[src/hw/rtl/set_assoc_lru_cache_model_top_assert.svh]
// ----------------------------------------------------------------------------
// set-associative lru cache model: assertion macros
// shared property forms, clocked on clk_i and held off while rst_ni is low
// ----------------------------------------------------------------------------
`ifndef SET_ASSOC_LRU_CACHE_MODEL_TOP_ASSERT_SVH
`define SET_ASSOC_LRU_CACHE_MODEL_TOP_ASSERT_SVH

// property that holds in the same cycle
`define SALC_ASSERT(lbl, prop, msg) \
  lbl: assert property (@(posedge clk_i) disable iff (!rst_ni) prop) else $error(msg);

// property whose consequent holds in the cycle after its antecedent
`define SALC_ASSERT_NEXT(lbl, ante, cons, msg) \
  lbl: assert property (@(posedge clk_i) disable iff (!rst_ni) (ante) |=> (cons)) \
    else $error(msg);

`endif

[src/hw/rtl/salc_ram.sv]
// ----------------------------------------------------------------------------
// salc_ram
// generic single-write, single-read ram with registered read data
// ----------------------------------------------------------------------------
module salc_ram #(
  parameter int WIDTH = 8,
  parameter int DEPTH = 16
) (
  input  logic                     clk_i,
  input  logic                     we_i,
  input  logic [$clog2(DEPTH)-1:0] waddr_i,
  input  logic [WIDTH-1:0]         wdata_i,
  input  logic                     re_i,
  input  logic [$clog2(DEPTH)-1:0] raddr_i,
  output logic [WIDTH-1:0]         rdata_o
);

  logic [WIDTH-1:0] mem_q [DEPTH];
  logic [WIDTH-1:0] rdata_q;

  // write port
  always_ff @(posedge clk_i) begin
    if (we_i) begin
      mem_q[waddr_i] <= wdata_i;
    end
  end

  // registered read port
  always_ff @(posedge clk_i) begin
    if (re_i) begin
      rdata_q <= mem_q[raddr_i];
    end
  end

  assign rdata_o = rdata_q;

endmodule

[config.mk]
export PLATFORM = sky130hd
export DESIGN_NAME = salc_ram
export DESIGN_NICKNAME = d
export VERILOG_FILES = /design/src/hw/rtl/set_assoc_lru_cache_model_top_assert.svh /design/src/hw/rtl/salc_ram.sv
export SDC_FILE = /design/constraint.sdc
export NUM_CORES = 1
export LEC_CHECK = 0
export BUFFER_PORTS_ARGS = -buffer_cell sky130_fd_sc_hd__buf_2
export CORE_MARGIN = 2
export CORE_UTILIZATION = 40
export DETAILED_ROUTE_END_ITERATION = 6
export GPL_TIMING_DRIVEN = 1
export RECOVER_POWER = 25
export SLEW_MARGIN = 40
export SYNTH_ARGS = -nofsm -noshare
export SYNTH_HDL_FRONTEND = slang
export SYNTH_SLANG_ARGS = --single-unit
[constraint.sdc]
create_clock -name clk_i -period 2.8 [get_ports clk_i]
set_input_delay 0.56 -clock clk_i [delete_from_list [all_inputs] [get_ports clk_i]]
set_output_delay 0.56 -clock clk_i [all_outputs]
set_load 0.005 [all_outputs]
==> flow_metrics.env <==
export IMPL_avgRoutedWirePerCell_um=21.2
export IMPL_io_buffers=26
export IMPL_dieArea_um2=14000
export IMPL_htree_levels=4
export IMPL_crit_path_cell_trace="buf_2 > buf_12 > mux4_1 > a22oi_1 > nand2_1"
export IMPL_worstMarginPinSlew_ns=0.757
export IMPL_final_setup_viol_count=0
export IMPL_clock_fmax_mhz=566
export IMPL_first_pass_iters=4
export IMPL_whs_ns=0.540
export IMPL_clockBufferDepth=2
export IMPL_critPathTopFamily="multiplexers"
export IMPL_endpoint_kind="register"
export IMPL_grtUsageTotal=0.155
export IMPL_cts_sinks=136
export IMPL_setup_tns_ns=0
export IMPL_gp_congestion=0.734
export IMPL_num_rows=41
export IMPL_start_kind="input port"
export IMPL_ir_drop_v=0.000359
export IMPL_die_w_um=118
export IMPL_critPathArrivalTime_ns=1.92
export IMPL_grt_pass1_wl_um=15400
export IMPL_drc=0
export IMPL_relSlewSlack=0.494
export IMPL_powerDensity_nw_per_um2=754
export IMPL_drt_wl_total_um=9920
export IMPL_worst_r2r_path_depth=3
export IMPL_critical_path_slowest_cell="mux4_1"
export IMPL_synth_seq_cells=136
export IMPL_root_buffer="clkbuf_16"
export IMPL_coreArea_um2=12700
export IMPL_cts_made_buffers=17
export IMPL_first_global_vias=2542
export IMPL_clkLatencyLatePin_ns=0.41
export IMPL_synth_nets=248
export IMPL_syn_to_final_growth_pct=18.9
export IMPL_routed_via_density=5.19
export IMPL_path_buf_inv=2
export IMPL_detailed_place_area_um2=5640
export IMPL_syn_area_per_cell_um2=22.8
export IMPL_hold_path_depth=1
export IMPL_cts_hold_buf=0
export IMPL_final_max_slew_viol_count=0
export IMPL_fillers=1046
export IMPL_drive_above_1_share=0.298
export IMPL_post_cts_resized=0
export IMPL_grt_ovfl_total=0
export IMPL_leakage_nw=2.08
export IMPL_cp_depth=5
export IMPL_drt_iter0_drc=148
export IMPL_fin_crit_ns=1.77
export IMPL_start_util=0.413
export IMPL_finalCritPeriodShare=0.631
export IMPL_clk_pin_slew_ns=0.05
export IMPL_worstPathRequired_ns=2.95
export IMPL_critical_path_reg2reg_endpoint="rdata_o[1]"
export IMPL_layout_nets=301
export IMPL_crit_fanout=32
export IMPL_clock_skew_final_ns=0.00342
export IMPL_maxCapViolations=0
export IMPL_ant_nets=0
export IMPL_cts_setup_buffers=0
export IMPL_status="finished, final reports clean"
export IMPL_antennaDiodeCount=0
export IMPL_r2r_start="mem_q[1][1]"
export IMPL_hold_viol_final=0
export IMPL_io_pins=27
export IMPL_critical_path_max_stage_delay_ns=0.61
export IMPL_place_hpwl_um=6440
export IMPL_syn_inst=229
export IMPL_vias=2425
export IMPL_final_area_um2=6220
export IMPL_hold_path_startpoint="re_i"
export IMPL_die_y_um=118
export IMPL_hold_end="rdata_o[7]"
export IMPL_reg2reg_slack_ns=1.28
export IMPL_path_class="in -> reg"
export IMPL_cts_tree="yes"
export IMPL_rsz0062_at_grt="false"
export IMPL_antenna_found_initial=0
export IMPL_yosysWarnings=0
export IMPL_syn_area_um2=5230
export IMPL_hold_path_class="in -> reg"
export IMPL_grt_start_max_net_pins=33
export IMPL_synth_cell_types=18
export IMPL_synth_seq_area_share=0.781
-- power breakdown --
part | internal, W | leakage (nW) | total [W] | switching [W]
Clock | 0.00139 | 0.285 | 0.00218 | 0.000788
Combinational | 0.0000865 | 0.556 | 0.000205 | 0.000119
Sequential | 0.00230 | 1.24 | 0.00231 | 0.0000116
Total | 0.00377 | 2.08 | 0.00469 | 0.000918
-- cell usage after synthesis (all sizes together) --
library cell | number | area share
mux4 | 32 | 0.15
nand2b | 2 | 0.0024
and2 | 1 | 0.0012
nor2 | 13 | 0.0093
a22oi | 16 | 0.023
nand3b | 2 | 0.0029
nand2 | 9 | 0.0065
and2b | 1 | 0.0014
nor2b | 1 | 0.0012
or3b | 1 | 0.0017
nand3 | 1 | 0.00096
edfxtp | 136 | 0.78
buf | 7 | 0.011
clkdlybuf4s25 | 3 | 0.0057
nor3 | 4 | 0.0038
-- flip-flops by register name, indices dropped and copies added, names as in the netlist --
| register | flops |
|---|---|
| mem_q | 128 |
| rdata_o | 8 |
-- layout make-up --
type	count	area, um^2	area share
flip-flops and latches	136	4080	0.657
multi-input cells	83	1060	0.171
clock buffers	18	429	0.0690
repair buffers	44	270	0.0435
well taps	172	215	0.0346
clock inverters	14	155	0.0250
-- cells by family after synthesis --
logic type	synth area share
buffers and inverters	0.0165
and+or+nand+nor	0.0314
muxes	0.148
AOI/OAI and AO/OA	0.0230
DFF	0.781
-- per-layer routing --
| layer | wire, um | up-vias | part of all wire | global-route usage |
|---|---|---|---|---|
| li1 | - | 1089 | - | - |
| met1 | 4490 | 1268 | 0.45 | 0.204 |
| met2 | 4920 | 56 | 0.50 | 0.248 |
| met3 | 342 | 12 | 0.034 | 0.0367 |
| met4 | 170 | 0 | 0.017 | 0.0678 |
| met5 | 0 | - | 0 | 0 |
-- cell usage in the layout (no fill, tap or decap), drive strengths merged, types with 3 or more instances in the layout --
cell    netlist  routed
bufinv        0       3
a22oi        16      16
buf           7      38
clkbuf        0      24
edfxtp      136     136
nor2         13      13
nand2         9       9
clkinv        0       7
mux4         32      32
nor3          4       4
-- worst max-delay path by stage --
stage                    start          end
floorplan           waddr_i[2]  mem_q[0][0]
global placement    raddr_i[0]   rdata_o[1]
detailed placement  raddr_i[0]   rdata_o[1]
CTS                 raddr_i[0]   rdata_o[1]
global route        raddr_i[0]   rdata_o[1]
finish              raddr_i[0]   rdata_o[1]
-- metrics by stage --
step | total power, W | instances | setup slack [ns] | util
finish | 0.00469 | 467 | 1.03 | 0.491
global route | 0.00483 | 467 | 0.935 | 0.491
CTS | 0.00473 | 467 | 1.02 | 0.491
detailed placement | 0.00256 | 435 | 0.583 | 0.445
global placement | 0.00255 | 435 | 0.586 | 0.445
floorplan | 0.00246 | 229 | 0.747 | -
-- worst register-to-register path, stage by stage (launching register included) --
cell and delay, ns:
edfxtp_1 0.35, mux4_1 0.53, a22oi_1 0.28, nand2_1 0.11
No activity file was read; power rests on OpenSTA's default activity.
