--- config.mk ---
export PLATFORM = sky130hd
export DESIGN_NAME = salc_addr_split
export DESIGN_NICKNAME = d
export VERILOG_FILES = /design/src/hw/rtl/set_assoc_lru_cache_model_top_assert.svh /design/src/hw/rtl/salc_pkg.sv /design/src/hw/rtl/salc_addr_split.sv
export SDC_FILE = /design/constraint.sdc
export NUM_CORES = 1
export LEC_CHECK = 0
export CAP_MARGIN = 10
export CORE_MARGIN = 4
export CORE_UTILIZATION = 35
export DETAILED_ROUTE_END_ITERATION = 8
export DONT_BUFFER_PORTS = 1
export PLACE_DENSITY = 0.54
export SLEW_MARGIN = 20
export SYNTH_ARGS = -nofsm -noshare
export SYNTH_HDL_FRONTEND = slang
export SYNTH_SLANG_ARGS = --single-unit
--- constraint.sdc ---
create_clock -name vclk -period 6.65
set_input_delay 1.6625 -clock vclk [all_inputs]
set_output_delay 1.6625 -clock vclk [all_outputs]
set_load 0.005 [all_outputs]
--- src/hw/rtl/set_assoc_lru_cache_model_top_assert.svh ---
// ----------------------------------------------------------------------------
// set-associative lru cache model: assertion macros
// shared property forms, clocked on clk_i and held off while rst_ni is low
// ----------------------------------------------------------------------------
`ifndef SET_ASSOC_LRU_CACHE_MODEL_TOP_ASSERT_SVH
`define SET_ASSOC_LRU_CACHE_MODEL_TOP_ASSERT_SVH

// property that holds in the same cycle
`define SALC_ASSERT(lbl, prop, msg) \
  lbl: assert property (@(posedge clk_i) disable iff (!rst_ni) prop) else $error(msg);

// property whose consequent holds in the cycle after its antecedent
`define SALC_ASSERT_NEXT(lbl, ante, cons, msg) \
  lbl: assert property (@(posedge clk_i) disable iff (!rst_ni) (ante) |=> (cons)) \
    else $error(msg);

`endif

--- src/hw/rtl/salc_pkg.sv ---
// ----------------------------------------------------------------------------
// salc_pkg
// types and constants shared by the set-associative lru cache model
// ----------------------------------------------------------------------------
package salc_pkg;

  // fixed field widths
  localparam int CMD_W        = 2;
  localparam int ADDR_W       = 64;
  localparam int CNT_W        = 32;
  localparam int AGE_W        = 3;
  localparam int SET_BITS_W   = 4;
  localparam int BLOCK_BITS_W = 6;
  localparam int WAYS_W       = 4;
  localparam int CFG_IDX_W    = 2;
  localparam int CFG_DATA_W   = 6;

  // oldest age a line can reach
  localparam logic [AGE_W-1:0] AGE_MAX = '1;

  typedef enum logic [CMD_W-1:0] {
    CMD_LOAD   = 2'd0,
    CMD_STORE  = 2'd1,
    CMD_MODIFY = 2'd2
  } cmd_e;

  typedef enum logic [1:0] {
    OUT_HIT   = 2'd0,
    OUT_MISS  = 2'd1,
    OUT_EVICT = 2'd2
  } outcome_e;

  typedef enum logic [CFG_IDX_W-1:0] {
    CFG_SET_BITS   = 2'd0,
    CFG_BLOCK_BITS = 2'd1,
    CFG_WAYS       = 2'd2
  } cfg_idx_e;

  typedef enum logic [2:0] {
    ST_CLEAR,
    ST_IDLE,
    ST_INDEX,
    ST_SCAN,
    ST_UPDATE
  } state_e;

  typedef struct packed {
    logic [CMD_W-1:0]  command;
    logic [ADDR_W-1:0] address;
  } req_t;

  typedef struct packed {
    outcome_e         outcome;
    logic             last;
    logic [CNT_W-1:0] hit_count;
    logic [CNT_W-1:0] miss_count;
    logic [CNT_W-1:0] eviction_count;
  } rsp_t;

endpackage

--- src/hw/rtl/salc_addr_split.sv ---
// ----------------------------------------------------------------------------
// salc_addr_split
// splits an address into set index and tag, and clamps the way count
// ----------------------------------------------------------------------------
module salc_addr_split import salc_pkg::*; #(
  parameter int MAX_SET_BITS  = 8,
  parameter int MAX_WAYS      = 8,
  parameter int ADDRESS_WIDTH = 64
) (
  input  logic [ADDR_W-1:0]                  address_i,
  input  logic [SET_BITS_W-1:0]              set_bits_i,
  input  logic [BLOCK_BITS_W-1:0]            block_bits_i,
  input  logic [WAYS_W-1:0]                  ways_i,
  output logic [((MAX_SET_BITS > 0) ? MAX_SET_BITS : 1)-1:0] set_o,
  output logic [ADDRESS_WIDTH-1:0]           tag_o,
  output logic [$clog2(MAX_WAYS+1)-1:0]      n_ways_o
);

  localparam int SET_W = (MAX_SET_BITS > 0) ? MAX_SET_BITS : 1;
  localparam int N_W   = $clog2(MAX_WAYS + 1);
  localparam int SB_W  = SET_BITS_W + 1;
  localparam int SH_W  = BLOCK_BITS_W + 1;

  logic [ADDRESS_WIDTH-1:0] addr_cut;
  logic [SB_W-1:0]          sb;
  logic [SET_W-1:0]         idx_mask;
  logic [ADDRESS_WIDTH-1:0] set_full;
  logic [SH_W-1:0]          tag_shamt;

  // address cut to the modelled width
  assign addr_cut = address_i[ADDRESS_WIDTH-1:0];

  // set bits clamped to the largest supported index
  assign sb = (SB_W'(set_bits_i) > SB_W'(MAX_SET_BITS)) ? SB_W'(MAX_SET_BITS)
                                                       : SB_W'(set_bits_i);

  // set index: bits just above the block offset, shifts past the top give zero
  assign set_full = addr_cut >> block_bits_i;
  assign idx_mask = (SET_W'(1) << sb) - SET_W'(1);
  assign set_o    = SET_W'(set_full) & idx_mask;

  // tag: everything above the set index
  assign tag_shamt = SH_W'(block_bits_i) + SH_W'(sb);
  assign tag_o     = addr_cut >> tag_shamt;

  // ways in use, zero counts as one
  always_comb begin
    if (ways_i == '0) begin
      n_ways_o = N_W'(1);
    end else if (32'(ways_i) > MAX_WAYS) begin
      n_ways_o = N_W'(MAX_WAYS);
    end else begin
      n_ways_o = N_W'(ways_i);
    end
  end

endmodule

==> results.toml <==
[sta]
rsz0062_at_grt = "false"
fin_crit_ps = 6430
fmaxAchievable_ghz = 0.156
setup_violations = 0
worst_slew_pin_slew_ps = 1020
hold_viol = 0
slew_viol_final = 0
relSlewSlack_pct = 31.4
fin_tns_setup_ps = 0
finalCritPeriodShare_pct = 96.7

[global_routing]
grt_max_degree = 79
grt_usage_pct = 23.2
grt_pass1_wl_um = 41000
antenna_found_initial = 0
grt_overflow = 0
grt_pass1_vias = 6853

[drt]
first_pass_iters = 5
drtIter0Drc = 708
routedWlPerCell_um = 24.3
dr_total_vias = 7102
drcViolationCount = 0
routed_wirelength_um = 27000
drtAntennaViolNets = 0
post_drt_via_cell_ratio = 6.40

[place]
hpwl_um = 21700
placed_cells = 1110
port-buffer-count = 0
gp_congestion = 0.943

[yosys]
synth_commonest_cells = "273 x mux2i_1, 116 x nand2_1, 66 x nor2_1"
synth_fp_nets = 980
seq_area_frac_synth_pct = 0
synth_top_area_share_pct = 39.6
synth_area_leaders = "mux2i_1 40%, mux4_2 13%, nand2_1 6.3%, a21oi_1 3.6%, nor2_1 3.6%"
synth_cell_types = 67
syn_avg_cell_area_um2 = 7.71
synth.cell_area_um2 = 6910
yosys.area.top_type = "mux2i_1"
netlist_instances = 896
synthMostInstantiatedCell = "mux2i_1"
synth_warnings = 0

[finish]
nFlopsAndLatches = 0
nClkBuffers = 0
syn2layout_area_growth_pct = 4.18
nNetsFinal = 931
fill_cells = 2109
stdcell_count = 1110
antennaDiodeCount = 0
multiInputGateArea_um2 = 6490
seq_area_um2 = 0
drive_above_1_share_pct = 13.5

[worst_setup_path]
crit_chain = "nor2b_1 -> ha_4 -> inv_1 -> fa_4 -> buf_12 -> mux2i_1 -> mux2i_1 -> mux2i_1 -> mux4_2 -> o22ai_1"
critPathSlowestCell = "fa_4"
end_kind = "output pin"
worstPathArrival_ps = 4770
cp_top_family = "multiplexers"
crit_path_frequent_cell = "mux2i_1"
worstSetupStartpointType = "primary input"
startpoint = "set_bits_i[0]"
cp_max_fo = 50
critPathKind = "in -> out"
path_buf_inv = 2
critPathMaxStageDelay_ps = 830
cp.required_ps = 4990

[power_and_ir_drop]
powerDensity_nw_per_um2 = 155
cellLeakagePower_nw = 3.11
vdd_ir_drop_max_v = 0.0000679
power_w = 0.00111

[hold_path]
holdPathStages = 0
min-delay-start = "ways_i[3]"
hold_path_end = "n_ways_o[3]"
hold_path_class = "in -> out"

[floorplan]
dieArea_um2 = 22000
initial_core_util_pct = 35.5
die_w_um = 148
core_area_um2 = 19500
io_pins = 154
rows = 51
die_h_um = 148

[run]
max_cap_viol_count = 0

[cts]
ctsHoldBuffers = 0

[status]
status = "finished clean"
[worst max-delay path by stage]
stage / end / slack, ps / depth (start not counted)
after global placement: tag_o[6] / 220 / 11
final: tag_o[11] / 220 / 10
after global routing: tag_o[1] / 10 / 11
after floorplan: tag_o[11] / 430 / 11
after detailed placement: tag_o[6] / 160 / 11
after CTS: tag_o[6] / 160 / 11
[cells in the final DEF, fill, tap and decap left out, types with 5 or more instances in the layout]
master,instances
o221ai_1,7
nor3_1,28
inv_1,5
o22ai_1,16
o211ai_1,12
buf_4,32
mux2_2,16
mux4_2,40
a22oi_1,5
nor2b_1,11
nand2b_1,6
mux2i_1,273
and2_1,12
buf_12,5
a21oi_1,50
o21ai_1,6
nand2_1,116
a32oi_1,11
nor2_1,66
nand3_1,27
o21ai_0,24
[cell type report]
class              count  area share, %
inverters              8          0.417
multi-input cells    800           90.2
well taps            265           4.61
repair buffers        37           4.73
[timing repair]
item,CTS,global route
gates resized for setup,0,2
setup buffers,0,0
setup endpoints to repair,0,2
[through the flow]
| stage | util [%] | area, um^2 | hold WS (ps) | setup WS, ps |
|---|---|---|---|---|
| 2_1_floorplan | - | 6910 | 3360 | 432 |
| 3_3_place_gp | 36.9 | 7180 | 3330 | 223 |
| 3_5_place_dp | 36.9 | 7180 | 3330 | 159 |
| 4_1_cts | 36.9 | 7180 | 3330 | 158 |
| 5_1_grt | 37.0 | 7200 | 3330 | 12.6 |
| 6_report | 37.0 | 7200 | 3330 | 220 |
[routing by layer]
metal	GRT usage, %	vias up	share of wire (%)
met5	0	-	0
met4	3.88	0	1.9
met3	4.14	30	9.3
met2	36.1	335	44
met1	33.9	3441	45
li1	-	3296	-
[where the power goes]
group / switching, W / internal (W)
registers: 0 / 0
clock network: 0 / 0
logic: 0.000658 / 0.000456
[cell families after synthesis]
kind of cell / count (synthesis) / synth area share, %
multiplexers: 331 / 55.6
adder cells (fa/ha/maj): 6 / 1.20
buffers and inverters: 96 / 6.96
XOR/XNOR: 10 / 1.76
AO/OA/AOI/OAI: 174 / 16.7
AND/OR/NAND/NOR: 279 / 17.8
Note: power is estimated with default switching activity, not from simulation.
