[src/hw/rtl/set_assoc_lru_cache_model_top_assert.svh]
// ----------------------------------------------------------------------------
// set-associative lru cache model: assertion macros
// shared property forms, clocked on clk_i and held off while rst_ni is low
// ----------------------------------------------------------------------------
`ifndef SET_ASSOC_LRU_CACHE_MODEL_TOP_ASSERT_SVH
`define SET_ASSOC_LRU_CACHE_MODEL_TOP_ASSERT_SVH

// property that holds in the same cycle
`define SALC_ASSERT(lbl, prop, msg) \
  lbl: assert property (@(posedge clk_i) disable iff (!rst_ni) prop) else $error(msg);

// property whose consequent holds in the cycle after its antecedent
`define SALC_ASSERT_NEXT(lbl, ante, cons, msg) \
  lbl: assert property (@(posedge clk_i) disable iff (!rst_ni) (ante) |=> (cons)) \
    else $error(msg);

`endif

[src/hw/rtl/salc_pkg.sv]
// ----------------------------------------------------------------------------
// salc_pkg
// types and constants shared by the set-associative lru cache model
// ----------------------------------------------------------------------------
package salc_pkg;

  // fixed field widths
  localparam int CMD_W        = 2;
  localparam int ADDR_W       = 64;
  localparam int CNT_W        = 32;
  localparam int AGE_W        = 3;
  localparam int SET_BITS_W   = 4;
  localparam int BLOCK_BITS_W = 6;
  localparam int WAYS_W       = 4;
  localparam int CFG_IDX_W    = 2;
  localparam int CFG_DATA_W   = 6;

  // oldest age a line can reach
  localparam logic [AGE_W-1:0] AGE_MAX = '1;

  typedef enum logic [CMD_W-1:0] {
    CMD_LOAD   = 2'd0,
    CMD_STORE  = 2'd1,
    CMD_MODIFY = 2'd2
  } cmd_e;

  typedef enum logic [1:0] {
    OUT_HIT   = 2'd0,
    OUT_MISS  = 2'd1,
    OUT_EVICT = 2'd2
  } outcome_e;

  typedef enum logic [CFG_IDX_W-1:0] {
    CFG_SET_BITS   = 2'd0,
    CFG_BLOCK_BITS = 2'd1,
    CFG_WAYS       = 2'd2
  } cfg_idx_e;

  typedef enum logic [2:0] {
    ST_CLEAR,
    ST_IDLE,
    ST_INDEX,
    ST_SCAN,
    ST_UPDATE
  } state_e;

  typedef struct packed {
    logic [CMD_W-1:0]  command;
    logic [ADDR_W-1:0] address;
  } req_t;

  typedef struct packed {
    outcome_e         outcome;
    logic             last;
    logic [CNT_W-1:0] hit_count;
    logic [CNT_W-1:0] miss_count;
    logic [CNT_W-1:0] eviction_count;
  } rsp_t;

endpackage

[src/hw/rtl/salc_lru_update.sv]
// ----------------------------------------------------------------------------
// salc_lru_update
// new valid and age row of a set after an access to one way
// ----------------------------------------------------------------------------
module salc_lru_update import salc_pkg::*; #(
  parameter int MAX_WAYS = 8
) (
  input  logic [MAX_WAYS-1:0]                         valid_i,
  input  logic [MAX_WAYS-1:0][AGE_W-1:0]              age_i,
  input  logic [$clog2(MAX_WAYS+1)-1:0]               n_ways_i,
  input  logic [((MAX_WAYS > 1) ? $clog2(MAX_WAYS) : 1)-1:0] way_i,
  input  logic                                        fill_i,
  output logic [MAX_WAYS-1:0]                         valid_o,
  output logic [MAX_WAYS-1:0][AGE_W-1:0]              age_o
);

  localparam int WAY_W = (MAX_WAYS > 1) ? $clog2(MAX_WAYS) : 1;
  localparam int N_W   = $clog2(MAX_WAYS + 1);

  logic [AGE_W:0] old_age;

  // an invalid way counts as older than every valid one
  assign old_age = valid_i[way_i] ? {1'b0, age_i[way_i]} : (AGE_W + 1)'(MAX_WAYS'(0) + 8);

  // age younger valid ways, accessed way becomes most recent
  always_comb begin
    valid_o = valid_i;
    age_o   = age_i;
    for (int i = 0; i < MAX_WAYS; i++) begin
      if (WAY_W'(i) == way_i) begin
        age_o[i] = '0;
      end else if ((N_W'(i) < n_ways_i) && valid_i[i] && ({1'b0, age_i[i]} < old_age)
                   && (age_i[i] != AGE_MAX)) begin
        age_o[i] = age_i[i] + AGE_W'(1);
      end
    end
    if (fill_i) begin
      valid_o[way_i] = 1'b1;
    end
  end

endmodule

[config.mk]
export PLATFORM = sky130hd
export DESIGN_NAME = salc_lru_update
export DESIGN_NICKNAME = d
export VERILOG_FILES = /design/src/hw/rtl/set_assoc_lru_cache_model_top_assert.svh /design/src/hw/rtl/salc_pkg.sv /design/src/hw/rtl/salc_lru_update.sv
export SDC_FILE = /design/constraint.sdc
export NUM_CORES = 1
export LEC_CHECK = 0
export CORE_MARGIN = 5
export CORE_UTILIZATION = 60
export DETAILED_ROUTE_END_ITERATION = 10
export DONT_BUFFER_PORTS = 1
export MAX_ROUTING_LAYER = met4
export PLACE_DENSITY = 0.76
export SLEW_MARGIN = 20
export SYNTH_ARGS = -nofsm -noshare
export SYNTH_HDL_FRONTEND = slang
export SYNTH_SLANG_ARGS = --single-unit
[constraint.sdc]
create_clock -name vclk -period 4.6
set_input_delay 0.92 -clock vclk [all_inputs]
set_output_delay 0.92 -clock vclk [all_outputs]
set_load 0.03 [all_outputs]
==> impl_results.md, run 1 <==
* Final setup fails at 0
* Max incr delay on CP at 0.47 ns
* CP Buf/Inv Count at 0
* Die ar. at 0.00404 mm²
* Sequential area share after synthesis at 0%
* CP cell instances: mux4_2 > mux2_4 > nand2_1 > ha_1 > o21ai_0 > nor2b_1 > a31oi_1 > a21oi_2 > mux2_1
* Sequential cells at 0
* Gpl congestion at 0.854
* Synth Area in XOR/XNOR at 0%
* Area contributors post-synth: ha_1 23%, mux2i_1 14%, nand2_1 9.8%
* Via count at 1753
* Vias per cell at 6.54
* # fillers at 225
* Pin count of the biggest net entering global routing at 19
* Post_cts resized at 0
* Mean Syn Cell Area at 7.86 µm²
* Post-synthesis mux area share at 25.3%
* Crit path max-delay family: multiplexers
* Hold path start: valid_i[7]
* P_leak at 0.882 nW
* Setup repair bufs after CTS at 0
* Post-Syn Instances at 219
* Critical path arrival at 3.32 ns
* Die X at 63.5 µm
* Crit. End Element: output port
* Final Max Slew Viols at 0
* Min cycle time layout at 4.24 ns
* Final ANT Viol Nets at 0
* Hold depth at 1
* Hold Path Class: in -> out
* MaxCap Viol Count at 0
* TritonRoute pass-1 iters at 4
* DP HPWL at 4170 µm
* Overflow after GRT at 0
* CP Depth at 9
* Input/output buffers at 0
* Synth top area share at 23.3%
* Vias in the first global route at 1750
* Min setup slack post-route at 0.362 ns
* Final Cycle Share at 92.1%
* I/O pins at 72
* All-Layer GR Usage at 24.0%
* Yosys warning count at 0
* Top post-synthesis cells by count: 45 x nand2_1, 32 x ha_1, 24 x mux2i_1
* Critical path startpoint category: input port
* Synth Area in Compound Gates at 18.5%
* Critical path class: in -> out
* Drt first-iter violations at 73
* Actual slew at the worst max-slew pin at 1.01 ns
* Total negative slack at 0 ns
* Syn_nets at 291
* Slew headroom at 32.1%
* CORE AREA at 0.00276 mm²
* WL/cell at 18.2 µm
* Final-report hold violation count at 0
* Sequential cell area at 0 µm²
* First-pass GRT wire length at 8040 µm
* Required @ worst endpoint at 3.68 ns
* Status: finished clean
* Post-synthesis adder-cell area fraction at 23.3%
* Initial antenna violation count at 0
* Post-synthesis simple-gate area fraction at 29.6%
* Hold buffers post-CTS at 0
* Pwr/cell area at 157 mW/mm²
* Number of nets in the layout at 311
* Starting density of the core at 62.4%
* Mapped Area at 0.00172 mm²
* Fmax at 236 MHz
* Max VDD drop at 98.0 µV
* Layout cells sized above 1 at 20.3%
* Worst Path Max Fanout at 18
* Main combinational cell family by area after synthesis: simple AND/OR/NAND/NOR gates
* RSZ-0062 raised after global routing: false
* Worst Hold End: valid_o[7]
* Post-synth top area cell: ha_1
* Layout clock buffers at 0
* Wirelength, routed at 4880 µm
* Synth unique cells at 36
* Most common cell in the netlist: nand2_1
* DP Worst Slack at 0.382 ns
* Area Growth Syn to Fin at 10.5%
* Residual DRC at 0
* CP max stage cell: mux2_1
* DIE HEIGHT at 63.5 µm
* Rows at 19
* ANT cells at 0
-- where the power goes --
part           internal, mW  total, mW  switching [mW]
Clock                     0          0               0
Combinational         0.122      0.298           0.176
Sequential                0          0               0
-- per-stage QoR --
stage	hold WS [ns]	power, mW	instance area (µm²)	instances	util, %
final	2.09	0.298	1900	268	68.9
after global routing	2.09	0.328	1900	268	68.9
after CTS	2.08	0.299	1900	268	68.9
after detailed placement	2.08	0.299	1900	268	68.9
after global placement	2.08	0.286	1900	268	68.9
after floorplan	2.06	0.232	1720	219	-
-- worst max path at each step --
stage | slack [ns] | start | end
2_1_floorplan | 0.005 | way_i[0] | age_o[0]
3_3_place_gp | 0.47 | way_i[0] | age_o[21]
3_5_place_dp | 0.38 | way_i[0] | age_o[21]
4_1_cts | 0.38 | way_i[0] | age_o[21]
5_1_grt | 0.22 | way_i[0] | age_o[16]
6_report | 0.36 | way_i[0] | age_o[21]
-- layout make-up --
type               instances  area (µm²)  share of cell area [%]
multi-input cells        209        1660                    87.5
repair buffers            25         188                    9.87
well taps                 31        38.8                    2.04
inverters                  3        11.3                   0.592
-- placed cells by master (no fill, tap or decap), types with 4 or more instances in the layout --
cell type / Yosys / layout
a31oi_1: 6 / 6
a31oi_2: 4 / 4
buf_4: 1 / 25
ha_1: 32 / 32
mux2i_1: 24 / 24
mux4_2: 6 / 6
nand2_1: 45 / 45
nand2b_1: 17 / 17
nand3_1: 9 / 9
nor2_1: 8 / 8
nor2b_1: 6 / 6
nor3_1: 8 / 8
o21ai_0: 10 / 10
o21bai_1: 6 / 6
-- per-layer routing --
metal	vias to the layer above	GRT usage [%]	wire, µm
li1	855	-	-
met1	798	26.3	1830
met2	88	42.9	2430
met3	12	6.93	516
met4	0	4.68	109
met5	-	-	0
-- kinds of logic after synthesis --
| kind of cell | Yosys count |
|---|---|
| AO/OA/AOI/OAI | 38 |
| AND/OR/NAND/NOR | 104 |
| adder cells (fa/ha/maj) | 32 |
| multiplexers | 35 |
| buffers and inverters | 10 |
No activity file was read; power rests on OpenSTA's default activity.
==> run 2: changes to the inputs <==
CORE_UTILIZATION = 55   (was 60)
PLACE_DENSITY = 0.7   (was 0.76)
==> impl_results.md, run 2 (same netlist as run 1, synthesis figures left out) <==
* Status: finished clean
* Crit path max-delay family: multiplexers
* Die X at 65.9 µm (+3.8%)
* Gpl congestion at 0.853 (-0.15%)
* First-pass GRT wire length at 8050 µm (about the same)
* RSZ-0062 raised after global routing: false
* Setup repair bufs after CTS at 0 (unchanged)
* Comb pwr share at 100.0% (about the same)
* DIE HEIGHT at 65.9 µm (+3.8%)
* Rows at 20 (+1)
* Multi-input logic area at 0.00166 mm² (unchanged)
* Pin count of the biggest net entering global routing at 19 (unchanged)
* Sequential power share at 0% (unchanged)
* Critical path arrival at 3.37 ns (+0.05 ns)
* Critical path class: in -> out
* ANT cells at 0 (unchanged)
* Vias per cell at 6.17 (-5.6%)
* Residual DRC at 0 (unchanged)
* Switching Share at 58.9% (-0.073 points)
* Overflow after GRT at 0 (unchanged)
* Wirelength, routed at 5090 µm (+4.2%)
* Final ANT Viol Nets at 0 (unchanged)
* Internal Power at 0.123 mW (+0.75%)
* Area Growth Syn to Fin at 11.4%
* Min cycle time layout at 4.29 ns (+0.0484 ns)
* Crit. End Element: output port
* Final setup fails at 0 (unchanged)
* Vias in the first global route at 1793 (+2.5%)
* Pwr/cell area at 157 mW/mm² (-0.28%)
* Clock power frac at 0% (unchanged)
* Starting density of the core at 56.8% (-5.6 points)
* Layout cells sized above 1 at 20.3% (unchanged)
* CP Buf/Inv Count at 0 (unchanged)
* I/O pins at 72 (unchanged)
* Final Cycle Share at 93.2% (+1.1 points)
* P_leak at 0.882 nW (unchanged)
* Hold depth at 1 (unchanged)
* CP max stage cell: mux2_1
* Initial antenna violation count at 0 (unchanged)
* MaxCap Viol Count at 0 (unchanged)
* All-Layer GR Usage at 23.5% (-0.49 points)
* Die ar. at 0.00435 mm² (+7.6%)
* CP Depth at 9 (unchanged)
* Hold buffers post-CTS at 0 (unchanged)
* WL/cell at 18.1 µm (-0.64%)
* Number of nets in the layout at 311 (unchanged)
* Input/output buffers at 0 (unchanged)
* Via count at 1735 (-1.0%)
* CP cell instances: mux4_2 > mux2_4 > nand2_1 > ha_1 > o21ai_0 > nor2b_1 > a31oi_1 > a21oi_2 > mux2_1
* Slew headroom at 33.0% (+0.98 points)
* Final Max Slew Viols at 0 (unchanged)
* Switching power total at 0.177 mW (+0.45%)
* Worst Path Max Fanout at 18 (unchanged)
* Hold Path Class: in -> out
* Critical path startpoint category: input port
* Most frequent cells in the layout: 45 x nand2_1, 32 x ha_1, 25 x buf_4
* Actual slew at the worst max-slew pin at 0.994 ns (-0.0145 ns)
* CORE AREA at 0.00303 mm² (+9.8%)
* Max VDD drop at 67.4 µV (-31%)
* # fillers at 267 (+19%)
* Post_cts resized at 0 (unchanged)
* TritonRoute pass-1 iters at 5 (+1)
* Sequential cell area at 0 µm² (unchanged)
* Hold Slack at 2.07 ns (-0.0184 ns)
* Required @ worst endpoint at 3.68 ns (about the same)
* Final-report hold violation count at 0 (unchanged)
* Layout clock buffers at 0 (unchanged)
* Drt first-iter violations at 77 (+5.5%)
* DP HPWL at 4290 µm (+2.9%)
* Commonest non-fill, non-tap cell in the layout: nand2_1
* Fmax at 233 MHz (-1.1%)
* Sequential cells at 0 (unchanged)
* Max incr delay on CP at 0.47 ns (about the same)
* Total negative slack at 0 ns (unchanged)
## run 2: cell counts in the layout (fill, tap and decap cells not counted)
No cell type changed its count.
## run 2: cell type report
class / count / area share, %
multi-input cells: 209 / 86.7
inverters: 3 / 0.587
repair buffers: 25 / 9.79
well taps: 44 / 2.87
## run 2: per-stage QoR
| stage | setup slack [ns] | cells | util, % | area [µm²] | total power [mW] |
|---|---|---|---|---|---|
| CTS | 0.331 | 281 | 63.3 | 1920 | 0.300 |
| global route | 0.145 | 281 | 63.3 | 1920 | 0.327 |
| floorplan | 0.00514 | 219 | - | 1720 | 0.232 |
| global placement | 0.372 | 281 | 63.3 | 1920 | 0.287 |
| detailed placement | 0.326 | 281 | 63.3 | 1920 | 0.299 |
| finish | 0.313 | 281 | 63.3 | 1920 | 0.300 |
## run 2: path summary, 6_finish.rpt
check	slack [ns]	startpoint	end
worst max-delay path	0.31	way_i[0]	age_o[21]
worst min-delay path	2.07	valid_i[7]	valid_o[7]
## run 2: power by group through the flow
stage          clock network (mW)  logic (mW)  registers (mW)
6_report                        0       0.300               0
3_5_place_dp                    0       0.299               0
5_1_grt                         0       0.327               0
4_1_cts                         0       0.300               0
2_1_floorplan                   0       0.232               0
3_3_place_gp                    0       0.287               0
## run 2: per-layer routing
| metal | GRT usage (%) | share of wire, % | vias to the layer above | wire [µm] |
|---|---|---|---|---|
| met2 | 44.1 | 53 | 78 | 2680 |
| met1 | 25.9 | 37 | 802 | 1860 |
| met4 | 3.05 | 0.69 | 0 | 35 |
| met3 | 5.27 | 10 | 6 | 508 |
| met5 | - | 0 | - | 0 |
| li1 | - | - | 849 | - |
